[config.mk]
export PLATFORM = sky130hd
export DESIGN_NAME = integer_text_scanner_top
export DESIGN_NICKNAME = d
export VERILOG_FILES = /design/src/rtl/core/its_pkg.sv /design/src/rtl/core/integer_text_scanner_top.sv /design/src/rtl/core/its_front.sv /design/src/rtl/core/its_queue.sv /design/src/rtl/core/its_back.sv
export VERILOG_INCLUDE_DIRS = /design/src /design/src/rtl/core
export SDC_FILE = /design/constraint.sdc
export NUM_CORES = 1
export LEC_CHECK = 0
export BUFFER_PORTS_ARGS = -buffer_cell sky130_fd_sc_hd__clkbuf_2
export CAP_MARGIN = 10
export CORE_ASPECT_RATIO = 1.5
export CORE_MARGIN = 1
export CORE_UTILIZATION = 50
export CTS_CLUSTER_SIZE = 8
export DETAILED_ROUTE_END_ITERATION = 10
export PLACE_DENSITY_LB_ADDON = 0.1
export SYNTH_ARGS = -nofsm -noshare
export SYNTH_HDL_FRONTEND = slang
export SYNTH_SLANG_ARGS = --single-unit
[constraint.sdc]
create_clock -name clk_i -period 8.76 [get_ports clk_i]
set_input_delay 1.752 -clock clk_i [delete_from_list [all_inputs] [get_ports clk_i]]
set_output_delay 1.752 -clock clk_i [all_outputs]
set_load 0.005 [all_outputs]
[src/rtl/core/integer_text_scanner_top_defines.svh]
// ----------------------------------------------------------------------------
// integer_text_scanner_top_defines.svh
// assertion macros used by the scanner back end (its_back)
// ----------------------------------------------------------------------------
`ifndef INTEGER_TEXT_SCANNER_TOP_DEFINES_SVH
`define INTEGER_TEXT_SCANNER_TOP_DEFINES_SVH

// same-cycle implication under reset
`define ITS_ASSERT_NOW(label, clk, rst_n, ante, cons, msg) \
  label: assert property (@(posedge clk) disable iff (!(rst_n)) (ante) |-> (cons)) \
    else $error(msg);

// next-cycle implication under reset
`define ITS_ASSERT_NEXT(label, clk, rst_n, ante, cons, msg) \
  label: assert property (@(posedge clk) disable iff (!(rst_n)) (ante) |=> (cons)) \
    else $error(msg);

`endif

[src/rtl/core/its_pkg.sv]
// ----------------------------------------------------------------------------
// its_pkg
// types, codes and helpers of the integer text scanner
// ----------------------------------------------------------------------------
package its_pkg;

  // register indexes
  localparam logic [1:0] REG_BASE   = 2'd0;
  localparam logic [1:0] REG_SIGNED = 2'd1;
  localparam logic [1:0] REG_WIDTH  = 2'd2;

  // base codes
  localparam logic [1:0] BASE_DEC = 2'd0;
  localparam logic [1:0] BASE_HEX = 2'd1;
  localparam logic [1:0] BASE_BIN = 2'd2;

  // result width codes
  localparam logic [1:0] WIDTH_8  = 2'd0;
  localparam logic [1:0] WIDTH_16 = 2'd1;
  localparam logic [1:0] WIDTH_32 = 2'd2;

  // character codes
  localparam logic [15:0] CH_TAB       = 16'h0009;
  localparam logic [15:0] CH_CR        = 16'h000D;
  localparam logic [15:0] CH_SPACE     = 16'h0020;
  localparam logic [15:0] CH_PLUS      = 16'h002B;
  localparam logic [15:0] CH_MINUS     = 16'h002D;
  localparam logic [15:0] CH_MINUS_U   = 16'h2212;
  localparam logic [15:0] CH_ZERO      = 16'h0030;
  localparam logic [15:0] CH_ONE       = 16'h0031;
  localparam logic [15:0] CH_NINE      = 16'h0039;
  localparam logic [15:0] CH_UPPER_A   = 16'h0041;
  localparam logic [15:0] CH_UPPER_F   = 16'h0046;
  localparam logic [15:0] CH_LOWER_A   = 16'h0061;
  localparam logic [15:0] CH_LOWER_F   = 16'h0066;

  // letter digits: low nibble of 'a'/'A' is 1, plus 9 gives 10
  localparam logic [3:0] LETTER_OFFSET = 4'd9;

  typedef enum logic [2:0] {
    CL_SPACE,
    CL_PLUS,
    CL_MINUS,
    CL_DIGIT,
    CL_OTHER
  } cls_e;

  typedef enum logic [1:0] {
    PH_SPACE,
    PH_SIGN,
    PH_DIGIT
  } phase_e;

  typedef struct packed {
    logic [1:0] base_select;
    logic       signed_mode;
    logic [1:0] result_width;
  } cfg_t;

  typedef struct packed {
    logic       start;
    cls_e       cls;
    logic [3:0] digit;
  } item_t;

  // one digit step with shifts and adds
  function automatic logic [31:0] acc_step(input logic [31:0] acc, input logic [3:0] d,
                                           input logic [1:0] base);
    logic [31:0] r;
    unique case (base)
      BASE_HEX: r = {acc[27:0], d};
      BASE_BIN: r = {acc[30:0], d[0]};
      default:  r = {acc[28:0], 3'b000} + {acc[30:0], 1'b0} + {28'd0, d};
    endcase
    return r;
  endfunction

endpackage

[src/rtl/core/integer_text_scanner_top.sv]
// ----------------------------------------------------------------------------
// integer_text_scanner_top
// scans integer fields from a stream of 16-bit text code units
// ----------------------------------------------------------------------------
//  channel | handshake              | payload
//  --------+------------------------+-----------------------------------
//  in      | in_valid_i/in_ready_o  | start_req_i, code_unit_i
//  out     | out_valid_o/out_ready_i| value_o, ok_o, consumed_o
//  cfg     | cfg_we_i               | cfg_addr_i, cfg_data_i
//
//  one code unit per cycle while the queue is not full, using the combinational shift-and-add of the executor
//  a result beat is registered: its terminating unit passes the queue entry, then the result register
//  a two-entry queue lets input take two more code units while output stalls
//  reset restores base decimal, signed mode on, 32-bit result, empty scan
// ----------------------------------------------------------------------------
module integer_text_scanner_top #(
  parameter int COUNT_BITS = 16
) (
  input  logic        clk_i,
  input  logic        rst_ni,
  input  logic        in_valid_i,
  output logic        in_ready_o,
  input  logic        start_req_i,
  input  logic [15:0] code_unit_i,
  output logic        out_valid_o,
  input  logic        out_ready_i,
  output logic [31:0] value_o,
  output logic        ok_o,
  output logic [15:0] consumed_o,
  input  logic        cfg_we_i,
  input  logic [1:0]  cfg_addr_i,
  input  logic [1:0]  cfg_data_i
);

  its_pkg::cfg_t  cfg_q;
  its_pkg::item_t front_item;
  its_pkg::item_t head_item;
  logic           q_full;
  logic           q_valid;
  logic           q_pop;

  // configuration registers
  always_ff @(posedge clk_i or negedge rst_ni) begin
    if (!rst_ni) begin
      cfg_q.base_select  <= its_pkg::BASE_DEC;
      cfg_q.signed_mode  <= 1'b1;
      cfg_q.result_width <= its_pkg::WIDTH_32;
    end else if (cfg_we_i) begin
      unique case (cfg_addr_i)
        its_pkg::REG_BASE:   cfg_q.base_select  <= cfg_data_i;
        its_pkg::REG_SIGNED: cfg_q.signed_mode  <= cfg_data_i[0];
        its_pkg::REG_WIDTH:  cfg_q.result_width <= cfg_data_i;
        default: ;
      endcase
    end
  end

  assign in_ready_o = !q_full;

  // classifier
  its_front u_front (
    .cfg_i       (cfg_q),
    .start_req_i (start_req_i),
    .code_unit_i (code_unit_i),
    .item_o      (front_item)
  );

  // decoupling queue
  its_queue u_queue (
    .clk_i       (clk_i),
    .rst_ni      (rst_ni),
    .push_i      (in_valid_i),
    .push_item_i (front_item),
    .full_o      (q_full),
    .pop_i       (q_pop),
    .valid_o     (q_valid),
    .item_o      (head_item)
  );

  // executor
  its_back #(
    .COUNT_BITS (COUNT_BITS)
  ) u_back (
    .clk_i        (clk_i),
    .rst_ni       (rst_ni),
    .cfg_i        (cfg_q),
    .item_valid_i (q_valid),
    .item_i       (head_item),
    .item_pop_o   (q_pop),
    .out_valid_o  (out_valid_o),
    .out_ready_i  (out_ready_i),
    .value_o      (value_o),
    .ok_o         (ok_o),
    .consumed_o   (consumed_o)
  );

endmodule

[src/rtl/core/its_front.sv]
// ----------------------------------------------------------------------------
// its_front
// classifies each incoming code unit for the back end
// ----------------------------------------------------------------------------
module its_front (
  input  its_pkg::cfg_t  cfg_i,
  input  logic           start_req_i,
  input  logic [15:0]    code_unit_i,
  output its_pkg::item_t item_o
);

  logic [15:0] c;
  logic        is_dec;
  logic        is_low;
  logic        is_up;

  assign c      = code_unit_i;
  assign is_dec = (c >= its_pkg::CH_ZERO) && (c <= its_pkg::CH_NINE);
  assign is_low = (c >= its_pkg::CH_LOWER_A) && (c <= its_pkg::CH_LOWER_F);
  assign is_up  = (c >= its_pkg::CH_UPPER_A) && (c <= its_pkg::CH_UPPER_F);

  // character class and digit value
  always_comb begin
    item_o.start = start_req_i;
    item_o.digit = c[3:0];
    priority if (((c >= its_pkg::CH_TAB) && (c <= its_pkg::CH_CR)) || (c == its_pkg::CH_SPACE))
    begin
      item_o.cls = its_pkg::CL_SPACE;
    end else if (c == its_pkg::CH_PLUS) begin
      item_o.cls = its_pkg::CL_PLUS;
    end else if (cfg_i.signed_mode &&
                 ((c == its_pkg::CH_MINUS) || (c == its_pkg::CH_MINUS_U))) begin
      item_o.cls = its_pkg::CL_MINUS;
    end else if (cfg_i.base_select == its_pkg::BASE_BIN) begin
      item_o.cls = ((c == its_pkg::CH_ZERO) || (c == its_pkg::CH_ONE)) ?
                   its_pkg::CL_DIGIT : its_pkg::CL_OTHER;
    end else if (is_dec) begin
      item_o.cls = its_pkg::CL_DIGIT;
    end else if ((cfg_i.base_select == its_pkg::BASE_HEX) && (is_low || is_up)) begin
      item_o.cls   = its_pkg::CL_DIGIT;
      item_o.digit = c[3:0] + its_pkg::LETTER_OFFSET;
    end else begin
      item_o.cls = its_pkg::CL_OTHER;
    end
  end

endmodule

[src/rtl/core/its_queue.sv]
// ----------------------------------------------------------------------------
// its_queue
// two-entry queue between classifier and executor
// ----------------------------------------------------------------------------
module its_queue (
  input  logic           clk_i,
  input  logic           rst_ni,
  input  logic           push_i,
  input  its_pkg::item_t push_item_i,
  output logic           full_o,
  input  logic           pop_i,
  output logic           valid_o,
  output its_pkg::item_t item_o
);

  its_pkg::item_t mem_q [2];
  logic           wr_ptr_q, wr_ptr_d;
  logic           rd_ptr_q, rd_ptr_d;
  logic [1:0]     count_q, count_d;
  logic           do_push;
  logic           do_pop;

  assign full_o  = (count_q == 2'd2);
  assign valid_o = (count_q != 2'd0);
  assign item_o  = mem_q[rd_ptr_q];
  assign do_push = push_i && !full_o;
  assign do_pop  = pop_i && valid_o;

  // pointer and fill count
  always_comb begin
    wr_ptr_d = do_push ? ~wr_ptr_q : wr_ptr_q;
    rd_ptr_d = do_pop ? ~rd_ptr_q : rd_ptr_q;
    count_d  = count_q + {1'b0, do_push} - {1'b0, do_pop};
  end

  always_ff @(posedge clk_i or negedge rst_ni) begin
    if (!rst_ni) begin
      wr_ptr_q <= 1'b0;
      rd_ptr_q <= 1'b0;
      count_q  <= 2'd0;
    end else begin
      wr_ptr_q <= wr_ptr_d;
      rd_ptr_q <= rd_ptr_d;
      count_q  <= count_d;
    end
  end

  // entry storage
  always_ff @(posedge clk_i) begin
    if (do_push) begin
      mem_q[wr_ptr_q] <= push_item_i;
    end
  end

endmodule

[src/rtl/core/its_back.sv]
// ----------------------------------------------------------------------------
// its_back
// runs the scan state machine and holds the result beat
// ----------------------------------------------------------------------------
`include "integer_text_scanner_top_defines.svh"

module its_back #(
  parameter int COUNT_BITS = 16
) (
  input  logic           clk_i,
  input  logic           rst_ni,
  input  its_pkg::cfg_t  cfg_i,
  input  logic           item_valid_i,
  input  its_pkg::item_t item_i,
  output logic           item_pop_o,
  output logic           out_valid_o,
  input  logic           out_ready_i,
  output logic [31:0]    value_o,
  output logic           ok_o,
  output logic [15:0]    consumed_o
);

  localparam int CntW = (COUNT_BITS > 16) ? COUNT_BITS : 16;

  its_pkg::phase_e       phase_q, phase_d, ph;
  logic [31:0]           acc_q, acc_d, acc;
  logic                  neg_q, neg_d, ng;
  logic                  seen_q, seen_d, sn;
  logic [COUNT_BITS-1:0] cnt_q, cnt_d, cn;
  logic                  emit;
  logic                  pop;

  logic                  res_valid_q, res_valid_d;
  logic [31:0]           res_value_q;
  logic                  res_ok_q;
  logic [15:0]           res_consumed_q;

  logic [31:0]           signed_val;
  logic [31:0]           shaped;
  logic [CntW-1:0]       cnt_ext;
  logic [15:0]           cnt_sat;

  assign pop        = item_valid_i && (!res_valid_q || out_ready_i);
  assign item_pop_o = pop;

  // scan step on the head item
  always_comb begin
    ph   = phase_q;
    acc  = acc_q;
    ng   = neg_q;
    sn   = seen_q;
    cn   = cnt_q;
    emit = 1'b0;
    if (item_i.start) begin
      ph  = its_pkg::PH_SPACE;
      acc = '0;
      ng  = 1'b0;
      sn  = 1'b0;
      cn  = '0;
    end
    if ((ph == its_pkg::PH_SPACE) && (item_i.cls != its_pkg::CL_SPACE)) begin
      ph = its_pkg::PH_SIGN;
    end
    if (ph == its_pkg::PH_SIGN) begin
      if (item_i.cls == its_pkg::CL_MINUS) begin
        ng = 1'b1;
      end else if (item_i.cls != its_pkg::CL_PLUS) begin
        ph = its_pkg::PH_DIGIT;
      end
    end
    if (ph == its_pkg::PH_DIGIT) begin
      if (item_i.cls == its_pkg::CL_DIGIT) begin
        acc = its_pkg::acc_step(acc, item_i.digit, cfg_i.base_select);
        sn  = 1'b1;
      end else begin
        emit = 1'b1;
      end
    end

    phase_d = phase_q;
    acc_d   = acc_q;
    neg_d   = neg_q;
    seen_d  = seen_q;
    cnt_d   = cnt_q;
    if (pop) begin
      if (emit) begin
        phase_d = its_pkg::PH_SPACE;
        acc_d   = '0;
        neg_d   = 1'b0;
        seen_d  = 1'b0;
        cnt_d   = '0;
      end else begin
        phase_d = ph;
        acc_d   = acc;
        neg_d   = ng;
        seen_d  = sn;
        cnt_d   = (cn != '1) ? cn + 1'b1 : cn;
      end
    end
  end

  // result shaping
  always_comb begin
    signed_val = ng ? (32'd0 - acc) : acc;
    unique case (cfg_i.result_width)
      its_pkg::WIDTH_8:
        shaped = {{24{cfg_i.signed_mode & signed_val[7]}}, signed_val[7:0]};
      its_pkg::WIDTH_16:
        shaped = {{16{cfg_i.signed_mode & signed_val[15]}}, signed_val[15:0]};
      default:
        shaped = signed_val;
    endcase
    cnt_ext = CntW'(cn);
    cnt_sat = (cnt_ext > CntW'(16'hFFFF)) ? 16'hFFFF : cnt_ext[15:0];
  end

  assign res_valid_d = (pop && emit) ? 1'b1 : (out_ready_i ? 1'b0 : res_valid_q);

  // phase register
  always_ff @(posedge clk_i or negedge rst_ni) begin
    if (!rst_ni) begin
      phase_q <= its_pkg::PH_SPACE;
    end else begin
      phase_q <= phase_d;
    end
  end

  // scan state and result valid
  always_ff @(posedge clk_i or negedge rst_ni) begin
    if (!rst_ni) begin
      acc_q       <= '0;
      neg_q       <= 1'b0;
      seen_q      <= 1'b0;
      cnt_q       <= '0;
      res_valid_q <= 1'b0;
    end else begin
      acc_q       <= acc_d;
      neg_q       <= neg_d;
      seen_q      <= seen_d;
      cnt_q       <= cnt_d;
      res_valid_q <= res_valid_d;
    end
  end

  // result payload
  always_ff @(posedge clk_i) begin
    if (pop && emit) begin
      res_value_q    <= sn ? shaped : 32'd0;
      res_ok_q       <= sn;
      res_consumed_q <= sn ? cnt_sat : 16'd0;
    end
  end

  assign out_valid_o = res_valid_q;
  assign value_o     = res_value_q;
  assign ok_o        = res_ok_q;
  assign consumed_o  = res_consumed_q;

  // checks
  `ITS_ASSERT_NOW(a_fail_zero, clk_i, rst_ni, res_valid_q && !res_ok_q,
    (res_value_q == 32'd0) && (res_consumed_q == 16'd0), "failed scan carries data")
  `ITS_ASSERT_NOW(a_ok_counted, clk_i, rst_ni, res_valid_q && res_ok_q,
    res_consumed_q != 16'd0, "successful scan consumed nothing")
  `ITS_ASSERT_NOW(a_seen_phase, clk_i, rst_ni, seen_q, phase_q == its_pkg::PH_DIGIT,
    "digit seen outside digit phase")
  `ITS_ASSERT_NEXT(a_emit_clears, clk_i, rst_ni, pop && emit,
    (phase_q == its_pkg::PH_SPACE) && (acc_q == 32'd0) && !seen_q && res_valid_q,
    "scan state not cleared after result")

endmodule

==> out/metrics.cfg <==
[run_status]
outcome = completed

[pwr]
p_per_area_nw_per_um2 = 214
switching_share = 0.368
p_seq_frac = 0.382
clkPwrFrac = 0.309
p_comb_frac = 0.309
p_int_mw = 1.46
leakage_nw = 4.71
p_sw_uw = 853
vdd_drop_max_uv = 244

[yosys]
synthSimpleGateAreaFrac = 0.201
seq_area_frac_synth = 0.363
synth-xor-area-share = 0.0490
synth.most_common_cell = nand2_1
synthAdderAreaFrac = 0.0902
synth_warnings = 0
yosys-top-cells-area = edfxtp_1 20%, dfrtp_1 16%, ha_1 8.8%
synth-edff-count = 65
synth_cells = 1086
syn_area_per_cell_um2 = 8.89
ys_seq_elements = 127
synth_commonest_cells = 126 x nand2_1, 97 x o21ai_0, 81 x nor2_1
synth_top_area_cell = edfxtp_1
synth_compound_area_frac = 0.238
synth_top_family_by_area = compound AO/OA/AOI/OAI gates
synthesis.nets = 1181
yosysTopAreaCellShare = 0.202
synth_flop_cell = edfxtp_1
synth_mux_area_frac = 0.0238
synthesis.area_um2 = 9650
synth.distinct_cells = 87
synthArstFlopShare = 0.488

[sta]
max_freq_mhz = 158
fin_crit_ps = 6330
tightest_slew_ps = 1040
skew_ps = 11.2
fin_crit_sh = 0.722
setup_slack_ps = 2430
max_slew_margin = 0.299
hold_violations = 0
rsz0062_at_grt = false
slew_violations = 0
setup-violations-final = 0
tns_ps = 0

[finish]
diodes = 0
drive_above_1_share = 0.134
finalNonFillerCells = 1403
final_area_um2 = 10800
nNetsFinal = 1233
num-fill-cells = 1725
ff_latch_area_um2 = 3510
final_util = 0.580
syn_to_final_growth_pct = 12.4
multiInputGateArea_um2 = 5840

[worst_setup_path]
worst-r2r-setup-slack_ps = 2430
path_max_fanout = 78
worstReg2RegStart = u_queue.rd_ptr_q
arrival_ps = 6490
end_kind = register
r2r_end = u_back.value_o[31]
reg2reg_depth = 18
criticalPathCategory = reg2reg
crit_path_start_kind = register
crit_required_ps = 8920

[route]
drt-wirelength-per-cell_um = 20.0
via_per_inst = 6.27
drt-initial-drc-count = 650
drcViolationCount = 0
finalWirelength_mm = 28.1
drt_first_pass_iters = 6
num_vias = 8802
antenna_left = 0

[clock_tree]
post_cts_buffers = 0
clk_pin_slew_ps = 60
htreeDepth = 4
cts-root-buf = clkbuf_16
clk_path_buf_depth = 2
numCtsBuffers = 17
cts_resized = 0
cts_num_sinks = 127
tritoncts = built
holdBufCountCts = 0
clock_latency_ps = 420

[placement]
place_inst = 1371
port_buffers = 76
dp_slack_ps = 2480
dp_hpwl_mm = 20.3
place_area_um2 = 10300
gp_congestion = 0.890

[grt]
grt_usage = 0.294
grt_first_pass_wirelength_mm = 44.5
grt_max_degree = 79
grt_pass1_vias = 8630
antenna_found_initial = 0
overflow = 0

[die]
design.core.area_um2 = 18700
die_area_um2 = 19900
io_pins = 77
core.rowCount = 61
die_width_um = 115
start_util = 0.516
die_h_um = 172

[worst_hold_path]
timing.hold.worst_endpoint = u_back.cnt_q[0]
min-delay-start = u_back.cnt_q[0]
hold_class = reg2reg
hold_path_depth = 2

[flow_run]
maxCapViolations = 0

-- worst max-delay path: stages (launching register included) --
cell and delay (ps):
dfrtp_1 780, mux2i_4 340, buf_4 620, and2_1 290
ha_1 160, ha_1 160, inv_1 50, fa_1 400
nand2b_1 180, a211oi_1 420, o21ai_1 200, mux2i_1 180
or2_1 260, o41ai_1 540, nand4bb_1 260, or4_1 610
o41ai_4 400, xnor2_1 170, o21ai_2 60
-- logic make-up (layout without fill, tap and decap cells) --
kind of cell	Yosys count	after routing
flops	127	127
mux	21	21
buf+inv	86	151
simple gates	386	386
xor+xnor	54	54
fa+ha+maj	69	69
compound gates	343	343
-- worst max path at each step --
stage	start	endpoint	slack, ps	cells after the start
floorplan	u_queue.rd_ptr_q	u_back.value_o[31]	2260	24
finish	u_queue.rd_ptr_q	u_back.value_o[31]	2430	18
global route	u_queue.rd_ptr_q	u_back.value_o[31]	1920	18
global placement	u_queue.rd_ptr_q	u_back.value_o[31]	2580	18
detailed placement	u_queue.rd_ptr_q	u_back.value_o[31]	2480	18
CTS	u_queue.rd_ptr_q	u_back.value_o[31]	2460	18
-- per-stage QoR --
| step | power [mW] | hold WS [ps] |
|---|---|---|
| after global routing | 2.44 | 514 |
| after CTS | 2.33 | 486 |
| after detailed placement | 1.61 | 473 |
| final | 2.32 | 484 |
| after global placement | 1.60 | 462 |
| after floorplan | 1.32 | 450 |
-- registers in the layout, summed over array words and instances (netlist names) --
signal and flops:
u_back.acc_q 32, u_queue.mem_q 16, u_back.value_o 32, u_back.consumed_o 16, u_back.neg_q 1, u_back.out_valid_o 1
u_back.phase_q 2, u_back.cnt_q 16, u_back.seen_q 1, u_queue.rd_ptr_q 1, u_back.ok_o 1, cfg_q 5
u_queue.wr_ptr_q 1, u_queue.count_q 2
-- layer usage --
layer / wire length (um) / vias to the layer above / GRT usage
met5: 0 / - / 0
met4: 1770 / 0 / 0.197
met3: 1200 / 112 / 0.0438
met2: 14700 / 323 / 0.528
met1: 10400 / 4204 / 0.316
li1: - / 4163 / -
-- cells in the final DEF, fill, tap and decap left out, drive strengths merged, types with 7 or more instances in the layout --
master | synthesis | layout
nand2b | 13 | 13
nor2 | 81 | 81
xnor2 | 30 | 30
nor4 | 11 | 11
nor2b | 8 | 8
a21o | 8 | 8
mux2 | 10 | 10
a32o | 9 | 9
nand4 | 8 | 8
mux2i | 11 | 11
ha | 68 | 68
o21ai | 109 | 109
or2 | 7 | 7
a221oi | 8 | 8
and3 | 23 | 23
and2 | 29 | 29
nand2 | 126 | 126
a22oi | 20 | 20
xor2 | 24 | 24
a21oi | 73 | 73
a22o | 32 | 32
dfrtp | 60 | 60
edfxtp | 65 | 65
a31oi | 13 | 13
o31ai | 8 | 8
a211oi | 11 | 11
inv | 30 | 35
clkbuf | 46 | 95
nand3 | 22 | 22
nor3 | 21 | 21
or3 | 11 | 11
buf | 10 | 13
-- area by class of cell --
type / instances / share of cell area
inverter: 30 / 0.0104
clock inverter: 13 / 0.0141
timing repair buffer: 89 / 0.0441
sequential: 127 / 0.323
multi-input combinational: 873 / 0.538
clock buffer: 19 / 0.0408
tap: 252 / 0.0291
-- power groups by stage --
stage | registers [mW] | clock network, mW | logic (mW)
final | 0.885 | 0.716 | 0.716
after global routing | 0.901 | 0.746 | 0.792
after CTS | 0.887 | 0.720 | 0.718
after detailed placement | 0.897 | 0 | 0.715
after global placement | 0.895 | 0 | 0.709
after floorplan | 0.889 | 0 | 0.433
Power figures use the tool's default switching activity.
